<file path="src/dah_pkg.sv">
// Shared types, constants and the CORDIC angle table for the dual antenna heading unit.
package dah_pkg;

  // Signed width of one antenna difference after interpolation
  localparam int DW = 60;
  // Dividend width of the rounding divider
  localparam int NW = 59;
  // Width of the CORDIC x and y registers
  localparam int CW = 34;
  // Step counts of the serial units
  localparam int MUL_N    = 33;
  localparam int SQRT_N   = 32;
  localparam int CORDIC_N = 24;

  localparam logic [31:0] QUARTER = 32'h4000_0000;
  localparam logic [31:0] HALF    = 32'h8000_0000;
  localparam logic [31:0] SAT32   = 32'hFFFF_FFFF;

  // Result status codes
  localparam logic [2:0] STAT_OK        = 3'd0;
  localparam logic [2:0] STAT_MAIN_GAP  = 3'd1;
  localparam logic [2:0] STAT_SUB_LAG   = 3'd2;
  localparam logic [2:0] STAT_MAIN_POOR = 3'd3;
  localparam logic [2:0] STAT_SUB_POOR  = 3'd4;
  localparam logic [2:0] STAT_OUTLIER   = 3'd5;

  // Configuration register indexes
  localparam logic [2:0] CFG_MAX_GAP  = 3'd0;
  localparam logic [2:0] CFG_MAX_LAG  = 3'd1;
  localparam logic [2:0] CFG_BIAS     = 3'd2;
  localparam logic [2:0] CFG_NOMINAL  = 3'd3;
  localparam logic [2:0] CFG_TOL      = 3'd4;
  localparam logic [2:0] CFG_OCHK     = 3'd5;
  localparam logic [2:0] CFG_QMIN     = 3'd6;
  localparam logic [2:0] CFG_QMAX     = 3'd7;

  typedef struct packed {
    logic [23:0] max_gap;
    logic [23:0] max_lag;
    logic [15:0] bias;
    logic [19:0] nom;
    logic [19:0] tol;
    logic        ochk;
    logic [3:0]  qmin;
    logic [3:0]  qmax;
  } cfg_t;

  typedef struct packed {
    logic signed [31:0] x;
    logic signed [31:0] y;
    logic signed [31:0] z;
    logic [39:0]        t;
    logic               v;
  } fix_t;

  typedef struct packed {
    logic signed [31:0]    px;
    logic signed [31:0]    py;
    logic signed [31:0]    pz;
    logic [39:0]           t;
    logic [3:0]            qual;
    logic [23:0]           lag;
    logic [23:0]           gap;
    logic                  dneg;
    logic                  neg;
    logic [2:0]            stat;
    logic [1:0]            axis;
    logic signed [32:0]    pc;
    logic [63:0]           mcand;
    logic [32:0]           mplier;
    logic [63:0]           acc;
    logic [5:0]            cnt;
    logic                  is_sq;
    logic [NW-1:0]         num;
    logic [24:0]           rem;
    logic signed [DW-1:0]  dx;
    logic signed [DW-1:0]  dy;
    logic signed [DW-1:0]  dz;
    logic [63:0]           sum;
    logic                  sovf;
    logic [63:0]           root;
    logic [63:0]           srem;
    logic [31:0]           base;
    logic [DW-1:0]         cx;
    logic [DW-1:0]         cy;
    logic                  zero;
    logic signed [CW-1:0]  xr;
    logic signed [CW-1:0]  yr;
    logic signed [31:0]    z;
    logic [15:0]           yaw;
  } work_t;

  // Magnitude of a signed difference
  function automatic logic [DW-1:0] mag(input logic signed [DW-1:0] v);
    mag = v[DW-1] ? DW'(-v) : DW'(v);
  endfunction

  // atan(2^-i) with 2^32 per turn
  function automatic logic [31:0] cordic_atan(input logic [4:0] i);
    unique case (i)
      5'd0:    cordic_atan = 32'd536870912;
      5'd1:    cordic_atan = 32'd316933406;
      5'd2:    cordic_atan = 32'd167458907;
      5'd3:    cordic_atan = 32'd85004756;
      5'd4:    cordic_atan = 32'd42667331;
      5'd5:    cordic_atan = 32'd21354465;
      5'd6:    cordic_atan = 32'd10679838;
      5'd7:    cordic_atan = 32'd5340245;
      5'd8:    cordic_atan = 32'd2670163;
      5'd9:    cordic_atan = 32'd1335087;
      5'd10:   cordic_atan = 32'd667544;
      5'd11:   cordic_atan = 32'd333772;
      5'd12:   cordic_atan = 32'd166886;
      5'd13:   cordic_atan = 32'd83443;
      5'd14:   cordic_atan = 32'd41722;
      5'd15:   cordic_atan = 32'd20861;
      5'd16:   cordic_atan = 32'd10430;
      5'd17:   cordic_atan = 32'd5215;
      5'd18:   cordic_atan = 32'd2608;
      5'd19:   cordic_atan = 32'd1304;
      5'd20:   cordic_atan = 32'd652;
      5'd21:   cordic_atan = 32'd326;
      5'd22:   cordic_atan = 32'd163;
      5'd23:   cordic_atan = 32'd81;
      default: cordic_atan = 32'd0;
    endcase
  endfunction

endpackage

</file>
<file path="src/dual_antenna_heading_unit.sv">
// A main fix is absorbed in the cycle it is accepted and gives no beat. A sub fix that fails
// a gate goes from the gate state straight to the final state; one that passes works through
// the shared serial multiplier (up to six products), the bit-serial divider (once per axis),
// the square root, the normalizing shifter and 24 CORDIC steps, some skipped on a saturated
// baseline or a zero vector. One item is in work at a time.
// Reset clears history, skip count and the output valid flag and loads register defaults.
module dual_antenna_heading_unit
  import dah_pkg::*;
(
  input  logic         clk_i,
  input  logic         rst_ni,
  input  logic         s_axis_tvalid,
  output logic         s_axis_tready,
  // pos_x[31:0], pos_y[63:32], pos_z[95:64], time_us[135:96], quality[139:136], zero pad
  input  logic [143:0] s_axis_tdata,
  // mode[0]
  input  logic         s_axis_tuser,
  output logic         m_axis_tvalid,
  input  logic         m_axis_tready,
  // yaw[15:0], baseline_mm[47:16], antenna_x[79:48], antenna_y[111:80],
  // antenna_z[143:112], skip_total[159:144]
  output logic [159:0] m_axis_tdata,
  // status[2:0]
  output logic [2:0]   m_axis_tuser,
  input  logic         cfg_valid_i,
  output logic         cfg_ready_o,
  input  logic [2:0]   cfg_index_i,
  input  logic [23:0]  cfg_data_i
);

  localparam logic [3:0] S_IDLE = 4'd0;
  localparam logic [3:0] S_GATE = 4'd1;
  localparam logic [3:0] S_AXIS = 4'd2;
  localparam logic [3:0] S_MUL  = 4'd3;
  localparam logic [3:0] S_DIVI = 4'd4;
  localparam logic [3:0] S_DIV  = 4'd5;
  localparam logic [3:0] S_ADJ  = 4'd6;
  localparam logic [3:0] S_BASE = 4'd7;
  localparam logic [3:0] S_SQN  = 4'd8;
  localparam logic [3:0] S_SQRT = 4'd9;
  localparam logic [3:0] S_SQRF = 4'd10;
  localparam logic [3:0] S_ANG  = 4'd11;
  localparam logic [3:0] S_NORM = 4'd12;
  localparam logic [3:0] S_CORD = 4'd13;
  localparam logic [3:0] S_YAW  = 4'd14;
  localparam logic [3:0] S_FIN  = 4'd15;

  logic [3:0]   state_q, state_d;
  cfg_t         cfg_q, cfg_d;
  fix_t         cur_q, cur_d, prv_q, prv_d;
  logic [15:0]  skip_q, skip_d;
  logic         ov_q, ov_d;
  work_t        w_q, w_d;
  logic [159:0] odata_q, odata_d;
  logic [2:0]   ouser_q, ouser_d;

  assign s_axis_tready = (state_q == S_IDLE);
  assign cfg_ready_o   = 1'b1;
  assign m_axis_tvalid = ov_q;
  assign m_axis_tdata  = odata_q;
  assign m_axis_tuser  = ouser_q;

  always_comb begin
    logic [3:0]           in_q;
    logic                 in_qok, sub_qok;
    logic [40:0]          dmt, lag41;
    logic [39:0]          gap40;
    logic signed [31:0]   cur_s, old_s, p_s;
    logic signed [32:0]   diff;
    logic [32:0]          adiff;
    logic [25:0]          trial;
    logic [24:0]          d2;
    logic signed [DW-1:0] dval;
    logic [DW-1:0]        mx, my, mz, msel;
    logic [64:0]          sum65;
    logic [63:0]          sbit, strial;
    logic [6:0]           sh;
    logic [32:0]          rnd;
    logic [DW-1:0]        orv;
    logic signed [CW-1:0] xs, ys;
    logic [31:0]          zc, ang, y32, y32r;
    logic signed [21:0]   lo, hi;
    logic signed [33:0]   base_s;

    state_d = state_q;
    cfg_d   = cfg_q;
    cur_d   = cur_q;
    prv_d   = prv_q;
    skip_d  = skip_q;
    w_d     = w_q;
    odata_d = odata_q;
    ouser_d = ouser_q;
    ov_d    = ov_q;

    in_q    = s_axis_tdata[139:136];
    in_qok  = (cfg_q.qmin <= in_q) && (in_q <= cfg_q.qmax);
    sub_qok = (cfg_q.qmin <= w_q.qual) && (w_q.qual <= cfg_q.qmax);

    dmt    = {1'b0, cur_q.t} - {1'b0, prv_q.t};
    gap40  = dmt[40] ? (~dmt[39:0] + 40'd1) : dmt[39:0];
    lag41  = {1'b0, w_q.t} - {1'b0, cur_q.t};

    unique case (w_q.axis)
      2'd0:    begin cur_s = cur_q.x; old_s = prv_q.x; p_s = w_q.px; end
      2'd1:    begin cur_s = cur_q.y; old_s = prv_q.y; p_s = w_q.py; end
      default: begin cur_s = cur_q.z; old_s = prv_q.z; p_s = w_q.pz; end
    endcase
    diff  = {cur_s[31], cur_s} - {old_s[31], old_s};
    adiff = diff[32] ? 33'(-diff) : 33'(diff);

    d2    = {w_q.gap, 1'b0};
    trial = {w_q.rem, w_q.num[NW-1]};
    dval  = w_q.neg ? (DW'(w_q.pc) + $signed({1'b0, w_q.num}))
                    : (DW'(w_q.pc) - $signed({1'b0, w_q.num}));

    mx = mag(w_q.dx);
    my = mag(w_q.dy);
    mz = mag(w_q.dz);
    unique case (w_q.axis)
      2'd0:    msel = mx;
      2'd1:    msel = my;
      default: msel = mz;
    endcase
    sum65 = {1'b0, w_q.sum} + {1'b0, w_q.acc};

    sh     = 7'd62 - {w_q.cnt, 1'b0};
    sbit   = 64'd1 << sh;
    strial = w_q.root + sbit;
    rnd    = w_q.root[32:0] + ((w_q.srem > w_q.root) ? 33'd1 : 33'd0);

    orv = w_q.cx | w_q.cy;
    xs  = w_q.xr >>> w_q.cnt[4:0];
    ys  = w_q.yr >>> w_q.cnt[4:0];

    // clamp the first quadrant angle, then fold it into place
    if (w_q.zero || w_q.z < 0)       zc = 32'd0;
    else if (w_q.z > $signed(QUARTER)) zc = QUARTER;
    else                              zc = w_q.z;
    if (!w_q.dy[DW-1]) ang = w_q.dx[DW-1] ? (32'd0 - zc) : zc;
    else               ang = w_q.dx[DW-1] ? (zc - HALF) : (HALF - zc);
    if (w_q.zero) ang = 32'd0;
    y32    = {cfg_q.bias, 16'd0} - ang;
    y32r   = y32 + 32'h0000_8000;
    lo     = $signed({2'b00, cfg_q.nom}) - $signed({2'b00, cfg_q.tol});
    hi     = $signed({2'b00, cfg_q.nom}) + $signed({2'b00, cfg_q.tol});
    base_s = $signed({2'b00, w_q.base});

    // drop the output beat once taken
    if (m_axis_tready) ov_d = 1'b0;

    // register writes
    if (cfg_valid_i) begin
      unique case (cfg_index_i)
        CFG_MAX_GAP: cfg_d.max_gap = cfg_data_i;
        CFG_MAX_LAG: cfg_d.max_lag = cfg_data_i;
        CFG_BIAS:    cfg_d.bias    = cfg_data_i[15:0];
        CFG_NOMINAL: cfg_d.nom     = cfg_data_i[19:0];
        CFG_TOL:     cfg_d.tol     = cfg_data_i[19:0];
        CFG_OCHK:    cfg_d.ochk    = cfg_data_i[0];
        CFG_QMIN:    cfg_d.qmin    = cfg_data_i[3:0];
        CFG_QMAX:    cfg_d.qmax    = cfg_data_i[3:0];
      endcase
    end

    unique case (state_q)
      S_IDLE: begin
        if (s_axis_tvalid) begin
          if (!s_axis_tuser) begin
            // shift the main fix history if its quality is in range
            if (in_qok) begin
              prv_d   = cur_q;
              cur_d.x = s_axis_tdata[31:0];
              cur_d.y = s_axis_tdata[63:32];
              cur_d.z = s_axis_tdata[95:64];
              cur_d.t = s_axis_tdata[135:96];
              cur_d.v = 1'b1;
            end
          end else begin
            w_d.px   = s_axis_tdata[31:0];
            w_d.py   = s_axis_tdata[63:32];
            w_d.pz   = s_axis_tdata[95:64];
            w_d.t    = s_axis_tdata[135:96];
            w_d.qual = in_q;
            state_d  = S_GATE;
          end
        end
      end
      S_GATE: begin
        priority if (gap40 > {16'd0, cfg_q.max_gap})                w_d.stat = STAT_MAIN_GAP;
        else if (lag41[40] || lag41[39:0] > {16'd0, cfg_q.max_lag}) w_d.stat = STAT_SUB_LAG;
        else if (!cur_q.v || !prv_q.v || gap40 == 40'd0)            w_d.stat = STAT_MAIN_POOR;
        else if (!sub_qok)                                          w_d.stat = STAT_SUB_POOR;
        else                                                        w_d.stat = STAT_OK;
        w_d.gap  = gap40[23:0];
        w_d.lag  = lag41[23:0];
        w_d.dneg = dmt[40];
        w_d.axis = 2'd0;
        w_d.base = 32'd0;
        w_d.yaw  = 16'd0;
        if (w_d.stat != STAT_OK) begin
          if (skip_q != 16'hFFFF) skip_d = skip_q + 16'd1;
          state_d = S_FIN;
        end else begin
          skip_d  = 16'd0;
          state_d = S_AXIS;
        end
      end
      S_AXIS: begin
        // load |main - prev| times lag into the multiplier
        w_d.pc     = {p_s[31], p_s} - {cur_s[31], cur_s};
        w_d.neg    = diff[32] ^ w_q.dneg;
        w_d.mcand  = {31'd0, adiff};
        w_d.mplier = {9'd0, w_q.lag};
        w_d.acc    = 64'd0;
        w_d.cnt    = 6'd0;
        w_d.is_sq  = 1'b0;
        state_d    = S_MUL;
      end
      S_MUL: begin
        if (w_q.mplier[0]) w_d.acc = w_q.acc + w_q.mcand;
        w_d.mcand  = {w_q.mcand[62:0], 1'b0};
        w_d.mplier = {1'b0, w_q.mplier[32:1]};
        w_d.cnt    = w_q.cnt + 6'd1;
        if (w_q.cnt == 6'(MUL_N - 1)) state_d = w_q.is_sq ? S_SQN : S_DIVI;
      end
      S_DIVI: begin
        w_d.num = {1'b0, w_q.acc[NW-3:0], 1'b0} + NW'(w_q.gap);
        w_d.rem = 25'd0;
        w_d.cnt = 6'd0;
        state_d = S_DIV;
      end
      S_DIV: begin
        // one quotient bit per cycle
        if (trial >= {1'b0, d2}) begin
          w_d.rem = 25'(trial - {1'b0, d2});
          w_d.num = {w_q.num[NW-2:0], 1'b1};
        end else begin
          w_d.rem = trial[24:0];
          w_d.num = {w_q.num[NW-2:0], 1'b0};
        end
        w_d.cnt = w_q.cnt + 6'd1;
        if (w_q.cnt == 6'(NW - 1)) state_d = S_ADJ;
      end
      S_ADJ: begin
        unique case (w_q.axis)
          2'd0:    w_d.dx = dval;
          2'd1:    w_d.dy = dval;
          default: w_d.dz = dval;
        endcase
        if (w_q.axis == 2'd2) begin
          state_d = S_BASE;
        end else begin
          w_d.axis = w_q.axis + 2'd1;
          state_d  = S_AXIS;
        end
      end
      S_BASE: begin
        w_d.acc  = 64'd0;
        w_d.sum  = 64'd0;
        w_d.sovf = 1'b0;
        w_d.axis = 2'd0;
        if ((|mx[DW-1:32]) || (|my[DW-1:32]) || (|mz[DW-1:32])) begin
          w_d.base = SAT32;
          state_d  = S_ANG;
        end else begin
          state_d = S_SQN;
        end
      end
      S_SQN: begin
        // accumulate the last square, then start the next or the square root
        w_d.sum  = sum65[63:0];
        w_d.sovf = w_q.sovf | sum65[64];
        if (w_q.axis == 2'd3) begin
          w_d.srem = sum65[63:0];
          w_d.root = 64'd0;
          w_d.cnt  = 6'd0;
          if (w_q.sovf || sum65[64]) begin
            w_d.base = SAT32;
            state_d  = S_ANG;
          end else begin
            state_d = S_SQRT;
          end
        end else begin
          w_d.mcand  = {32'd0, msel[31:0]};
          w_d.mplier = {1'b0, msel[31:0]};
          w_d.acc    = 64'd0;
          w_d.cnt    = 6'd0;
          w_d.is_sq  = 1'b1;
          w_d.axis   = w_q.axis + 2'd1;
          state_d    = S_MUL;
        end
      end
      S_SQRT: begin
        if (w_q.srem >= strial) begin
          w_d.srem = w_q.srem - strial;
          w_d.root = {1'b0, w_q.root[63:1]} + sbit;
        end else begin
          w_d.root = {1'b0, w_q.root[63:1]};
        end
        w_d.cnt = w_q.cnt + 6'd1;
        if (w_q.cnt == 6'(SQRT_N - 1)) state_d = S_SQRF;
      end
      S_SQRF: begin
        w_d.base = rnd[32] ? SAT32 : rnd[31:0];
        state_d  = S_ANG;
      end
      S_ANG: begin
        w_d.cx   = my;
        w_d.cy   = mx;
        w_d.zero = (mx == '0) && (my == '0);
        state_d  = ((mx == '0) && (my == '0)) ? S_YAW : S_NORM;
      end
      S_NORM: begin
        // bring the larger magnitude into [2^29, 2^30)
        if (|orv[DW-1:30]) begin
          w_d.cx = w_q.cx >> 1;
          w_d.cy = w_q.cy >> 1;
        end else if (!orv[29]) begin
          w_d.cx = w_q.cx << 1;
          w_d.cy = w_q.cy << 1;
        end else begin
          w_d.xr  = $signed(CW'(w_q.cx[29:0]));
          w_d.yr  = $signed(CW'(w_q.cy[29:0]));
          w_d.z   = 32'sd0;
          w_d.cnt = 6'd0;
          state_d = S_CORD;
        end
      end
      S_CORD: begin
        if (!w_q.yr[CW-1]) begin
          w_d.xr = w_q.xr + ys;
          w_d.yr = w_q.yr - xs;
          w_d.z  = w_q.z + $signed(cordic_atan(w_q.cnt[4:0]));
        end else begin
          w_d.xr = w_q.xr - ys;
          w_d.yr = w_q.yr + xs;
          w_d.z  = w_q.z - $signed(cordic_atan(w_q.cnt[4:0]));
        end
        w_d.cnt = w_q.cnt + 6'd1;
        if (w_q.cnt == 6'(CORDIC_N - 1)) state_d = S_YAW;
      end
      S_YAW: begin
        w_d.yaw = y32r[31:16];
        if (cfg_q.ochk && (base_s < 34'(lo) || base_s > 34'(hi))) w_d.stat = STAT_OUTLIER;
        state_d = S_FIN;
      end
      S_FIN: begin
        // hold until the output register is free
        if (!ov_q || m_axis_tready) begin
          odata_d = {skip_q, cur_q.z, cur_q.y, cur_q.x, w_q.base, w_q.yaw};
          ouser_d = w_q.stat;
          ov_d    = 1'b1;
          state_d = S_IDLE;
        end
      end
    endcase
  end

  // control state
  always_ff @(posedge clk_i or negedge rst_ni) begin
    if (!rst_ni) begin
      state_q       <= S_IDLE;
      ov_q          <= 1'b0;
      skip_q        <= 16'd0;
      cur_q         <= '0;
      prv_q         <= '0;
      cfg_q.max_gap <= 24'd150000;
      cfg_q.max_lag <= 24'd100000;
      cfg_q.bias    <= 16'd0;
      cfg_q.nom     <= 20'd1000;
      cfg_q.tol     <= 20'd100;
      cfg_q.ochk    <= 1'b1;
      cfg_q.qmin    <= 4'd4;
      cfg_q.qmax    <= 4'd5;
    end else begin
      state_q <= state_d;
      ov_q    <= ov_d;
      skip_q  <= skip_d;
      cur_q   <= cur_d;
      prv_q   <= prv_d;
      cfg_q   <= cfg_d;
    end
  end

  // datapath and output payload
  always_ff @(posedge clk_i) begin
    w_q     <= w_d;
    odata_q <= odata_d;
    ouser_q <= ouser_d;
  end

`ifndef NO_ASSERTIONS
  a_skip_clear: assert property (@(posedge clk_i) disable iff (!rst_ni)
    m_axis_tvalid && (m_axis_tuser == STAT_OK || m_axis_tuser == STAT_OUTLIER)
    |-> m_axis_tdata[159:144] == 16'd0)
    else $error("skip count not cleared on a passed sub fix");

  a_gate_zero: assert property (@(posedge clk_i) disable iff (!rst_ni)
    m_axis_tvalid && !(m_axis_tuser == STAT_OK || m_axis_tuser == STAT_OUTLIER)
    |-> m_axis_tdata[47:0] == 48'd0 && m_axis_tdata[159:144] != 16'd0)
    else $error("gated sub fix carries yaw, baseline or zero skip count");

  a_beat_src: assert property (@(posedge clk_i) disable iff (!rst_ni)
    $rose(m_axis_tvalid) |-> $past(state_q) == S_FIN)
    else $error("output beat raised outside the final state");
`endif

endmodule
</file>
<file path="config.mk">
export PLATFORM = sky130hd
export DESIGN_NAME = dual_antenna_heading_unit
export DESIGN_NICKNAME = d
export VERILOG_FILES = /design/src/dah_pkg.sv /design/src/dual_antenna_heading_unit.sv
export SDC_FILE = /design/constraint.sdc
export NUM_CORES = 2
export LEC_CHECK = 0
export BUFFER_PORTS_ARGS = -buffer_cell sky130_fd_sc_hd__buf_4
export CORE_ASPECT_RATIO = 0.7
export CORE_MARGIN = 4
export CORE_UTILIZATION = 55
export DETAILED_ROUTE_END_ITERATION = 8
export PLACE_DENSITY = 0.72
export REMOVE_ABC_BUFFERS = 1
export SYNTH_ARGS = -nofsm -noshare
export SYNTH_HDL_FRONTEND = slang
export SYNTH_SLANG_ARGS = --single-unit
</file>
<file path="constraint.sdc">
create_clock -name clk_i -period 15.4 [get_ports clk_i]
set_input_delay 0 -clock clk_i [delete_from_list [all_inputs] [get_ports clk_i]]
set_output_delay 0 -clock clk_i [all_outputs]
set_load 0.005 [all_outputs]
</file>
### Word level (Yosys, flattened, before mapping)

Memories as Yosys holds them, arrays and structs flattened. A register that Yosys moved wholly into a read port is not among the register bits.
Index checks and enable logic that the tools add are counted.

| storage, ports and cells | value |
|---|---|
| bits in registers | 1,693 |
| memory bits (read-only) | 1,920 |
| bits of input ports | 177 |
| output and inout port bits | 166 |
| word-level logic and storage cells | 320 |
| memories kept | 2 |

| cells by class | value |
|---|---|
| $add $sub $neg | 36 |
| $lt $le $gt $ge | 13 |
| equality and inequality tests | 49 |
| shift operators | 3 |
| mux-type cells | 83 |
| bitwise operators | 6 |
| reduce and logical (&&, ||, !) cells | 71 |

Memory list:

| name | depth | width | read ports | clocked after memory_dff | wr ports | RTL line | text |
|---|---|---|---|---|---|---|---|
| (no name shown) | 32 | 30 | 1 | 1 | 0 | dah_pkg.sv:100 | `unique case (i)` |
| (no name shown) | 32 | 30 | 1 | 1 | 0 | dah_pkg.sv:100 |  |

Operators by type and width:

| kind | number |
|---|---|
| $mux W32 | 13 |
| $mux W100 | 3 |
| $pmux W97 S3 | 1 |
| $pmux W128 S2 | 1 |
| $pmux W32 S2 | 4 |
| $mux W120 | 2 |
| $mux W60 | 4 |
| $pmux W120 S2 | 1 |
| $pmux W100 S2 | 1 |
| $mux W64 | 3 |
| $pmux W64 S3 | 1 |
| $neg A60 Y60 | 3 |
| $pmux W84 S2 | 1 |
| $mux W161 | 1 |
| $mux W160 | 1 |
| $pmux W65 S2 | 1 |
| $add A64 B64 Y64 | 2 |
| $pmux W32 S4 | 1 |
| $logic_not A60 Y1 | 2 |
| $reduce_or A28 Y1 | 3 |
| $sub A40 B40 Y41 | 2 |
| $gt A40 B24 Y1 | 2 |
| $add A34 B34 Y34 | 2 |
| $sshr A34 B5 Y34 | 2 |
| 87 further kinds | 204 |

### Depth between registers and ports, before layout

| depth | value |
|---|---|
| word-level depth | 13 |
| depth in mapped cells | 43 |

### Worst setup path after synthesis

Ideal clock, no wire load.

| timing | value |
|---|---|
| kind | flip-flop to flip-flop |
| from | reg w_q[727] in the netlist's numbering |
| to | reg w_q[269] in the netlist's numbering, enable pin |
| setup time | 575 ps |
| arrival | 13,143 ps |
| data required time | 14,825 ps |
| path slack | 1,682 ps |
| cell stages (with the launch flop) | 39 |
| period minus slack after synthesis | 13,718 ps |
| cells stage by stage | edfxtp_1 > clkbuf_1 > buf_1 > clkbuf_1 > buf_1 > buf_2 > inv_1 > ha_1 > nand2_1 > nor2_1 > ha_1 > a31oi_1 > o21bai_1 > a31oi_1 > o21bai_1 > a31oi_1 > nor4_1 > nor2_1 > (+3 left out) > a211oi_1 > o31ai_1 > a31o_2 > a31oi_1 > o21bai_1 > xnor2_1 > ha_1 > nand2_1 > nor2_1 > and3_1 > nand3_1 > nor4_1 > nor4_1 > o211a_1 > or2_2 > clkbuf_1 > clkbuf_1 > o21ai_0 |

| between the ends | value |
|---|---|
| longest elaborated chain between the ends | 6 |

Ends and longest elaborated chain:

| what | RTL line | text |
|---|---|---|
| start, declared | dual_antenna_heading_unit.sv:53 | `work_t w_q, w_d;` |
| start signal, assigned | dual_antenna_heading_unit.sv:387 | `w_q <= w_d;` |
| $sub A6 B7 Y7 | dual_antenna_heading_unit.sv:126 | `sh = 7'd62 - {w_q.cnt, 1'b0};` |
| $shl A1 B7 Y64 | dual_antenna_heading_unit.sv:127 | `sbit = 64'd1 << sh;` |
| $add A64 B64 Y64 | dual_antenna_heading_unit.sv:128 | `strial = w_q.root + sbit;` |
| $ge A64 B64 Y1 | dual_antenna_heading_unit.sv:294 | `if (w_q.srem >= strial) begin` |
| $ne A2 B2 Y1 (no line) | -- |  |
| $reduce_and A3 Y1 (no line) | -- |  |

Every way passes these cells.
A chain may end at the register's enable or synchronous reset.

### Final worst setup path

| timing | value |
|---|---|
| from | reg w_q[729] in the netlist's numbering |
| to | reg w_q[322] in the netlist's numbering, enable pin |

Same word-level chain as after synthesis.

==> flow_summary.json <==
{
  "yosys.area_share.simple_pct": 15.7,
  "antenna_found_initial": 24,
  "yosysSeqAreaShare_pct": 42.4,
  "drc": 0,
  "ant_nets": 0,
  "period_needed_ps": 11090,
  "period_share_pct": 72.0,
  "rsz0062_at_grt": "false",
  "synth-edff-count": 1284,
  "yosys-top-cells-count": "1320 x nand2_1, 1284 x edfxtp_1, 1075 x nor2_1",
  "drive_above_1_share_pct": 9.65,
  "clkTransAtPathRegs_ps": 70,
  "area_growth_pct": 13.1,
  "io_buffer_count": 337,
  "nets": 13800,
  "r2r_setup_slack_ps": 4310,
  "cts_buffers": 181,
  "n_fill_cell": 16900,
  "whs_ps": 45.5,
  "status": "finished clean",
  "synthXorXnorAreaFrac_pct": 7.82,
  "grt.overflow.total": 0,
  "rows": 141,
  "clockRootBuffer": "clkbuf_16",
  "place_ws_ps": 4690,
  "htree_levels": 4,
  "synth_adder_area_share_pct": 9.61,
  "cp.required_ps": 15820,
  "hold_path_class": "in2reg",
  "hold_violations": 0,
  "slew_violations": 0,
  "grt_pass1_vias": 92200,
  "grt_use_total_pct": 31.8,
  "place_inst": 15000,
  "cpPeakStageDelay_ps": 760,
  "grt_max_degree": 161,
  "cts_tree": "built",
  "crit_fanout": 69,
  "ioPinCount": 343,
  "syn_area_um2": 117000,
  "start_util_pct": 55.3,
  "cts_sinks": 1722,
  "start_kind": "flop",
  "synth_area_leader_cell": "edfxtp_1",
  "routed_wl_mm": 362,
  "final_cells": 15700,
  "die_area_um2": 219000,
  "synthCells": 12200,
  "yosysMostFrequentCell": "nand2_1",
  "drt_iter0_drc": 12600,
  "ys_seq_elements": 1722,
  "yosysWarnings": 0,
  "synth_top_area_share_pct": 33.1,
  "hpwlAfterDp_mm": 268,
  "clock_path_buffers": 4,
  "wl_per_cell_um": 23.1,
  "synth_cell_types": 103,
  "async_flop_share_pct": 23.7,
  "setup_ws_ps": 4310,
  "synth_top_family_by_area": "compound AO/OA/AOI/OAI gates",
  "timing.fmax_mhz": 90.2,
  "core_area_um2": 211000,
  "setup_violations": 0,
  "die_x_um": 558,
  "arrival_ps": 11510,
  "synth_ff_type": "edfxtp_1",
  "grt_pass1_wl_mm": 547,
  "synth_area_leaders": "edfxtp_1 33%, ha_1 9.4%, dfrtp_1 8.2%",
  "finClkSkew_ps": 86.6,
  "synth_compound_area_share_pct": 17.1,
  "setup_tns_ps": 0,
  "drv_cap": 0,
  "timing.slew.headroom_pct": 12.5,
  "crit_type": "reg2reg",
  "vias": 98800,
  "die_h_um": 393,
  "synthMuxAreaShare_pct": 4.06,
  "clk_latency_ps": 880,
  "worst_slew_pin_slew_ps": 1310,
  "avgSynthCellArea_um2": 9.58,
  "critical_path.endpoint_type": "flop",
  "firstDrtPassIters": 7,
  "vias_per_cell": 6.31,
  "critPathSlowestCell": "nor4_1",
  "routabilityCongestion": 1.03
}
[critical path: cells and delay by family, from the launching register on]
kind	cells	cell delay, ps
xor gates and xnor gates	1	150
DFF	1	320
buffers and inverters	5	1810
AOI/OAI and AO/OA	15	3830
and+or+nand+nor	12	3660
adders and majority gates	2	740
[worst paths after layout]
path,startpoint,to,cells after the start
worst max register to register,w_q[729],w_q[322],35
max in group asynchronous,rst_ni,prv_q[112],6
worst min register to register,w_q[14],m_axis_tdata[14],0
min in group asynchronous,rst_ni,cfg_q[35],3
worst max-delay path,w_q[729],w_q[322],35
worst min-delay path,cfg_data_i[12],cfg_q[101],4
[logic make-up after synthesis]
logic type | after synthesis
muxes | 392
xor gates and xnor gates | 1040
other | 1
and+or+nand+nor | 3921
DFF | 1722
AOI/OAI and AO/OA | 3179
buffers and inverters | 1022
adders and majority gates | 886
[state kept, by name (all words and copies together), names as in the netlist, named ones only]
register / count
cur_q: 137
state_q: 4
m_axis_tdata: 160
w_q: 1121
cfg_q: 113
m_axis_tvalid: 1
skip_q: 16
prv_q: 137
m_axis_tuser: 3
[placed cells by master (no fill, tap or decap), types with 105 or more instances in the layout]
| master | n |
|---|---|
| nand2_1 | 1316 |
| edfxtp_1 | 1284 |
| nor2_1 | 1067 |
| a21oi_1 | 877 |
| ha_1 | 869 |
| o21ai_0 | 852 |
| xnor2_1 | 614 |
| inv_1 | 559 |
| buf_4 | 471 |
| xor2_1 | 424 |
| dfrtp_1 | 381 |
| dlygate4sd3_1 | 352 |
| mux2_2 | 268 |
| a21o_1 | 251 |
| nor3_1 | 248 |
| nand3_1 | 221 |
| clkbuf_16 | 184 |
| a31oi_1 | 157 |
| nand2b_1 | 148 |
| nor2b_1 | 146 |
| or3_1 | 131 |
| o21a_1 | 112 |
| o31ai_1 | 106 |
| and3_1 | 105 |
[through the flow]
| stage | instance area [µm²] | util [%] |
|---|---|---|
| global route | 132000 | 62.5 |
| CTS | 132000 | 62.5 |
| detailed placement | 122000 | 57.9 |
| floorplan | 115000 | - |
| global placement | 122000 | 57.9 |
| finish | 132000 | 62.5 |
[per-layer routing]
| metal | vias up | track usage (%) | share of wire [%] |
|---|---|---|---|
| li1 | 45500 | - | - |
| met4 | 10 | 8.09 | 2.8 |
| met2 | 4994 | 45.8 | 42 |
| met1 | 47600 | 47.1 | 44 |
| met3 | 600 | 8.97 | 12 |
| met5 | - | 0 | 0.017 |
[area by class of cell]
class / instances / area (µm²) / area share (%)
tap: 2788 / 3490 / 2.65
clock inverter: 110 / 1330 / 1.01
multi-input combinational: 9419 / 63600 / 48.2
inverter: 567 / 2130 / 1.61
clock buffer: 215 / 4780 / 3.63
antenna: 6 / 15.0 / 0.0114
sequential: 1722 / 49400 / 37.5
timing repair buffer: 828 / 7150 / 5.42
[timing repair]
item | 4_1_cts | 5_1_grt
hold endpoints to repair | 663 | 0
hold buffers | 353 | 0
buffers inserted | 0 | 0
resized for setup | 0 | 0
Power is left out: the tool's default activity adds up to more than one toggle a clock period on the data nets, which glitch-free logic cannot reach.
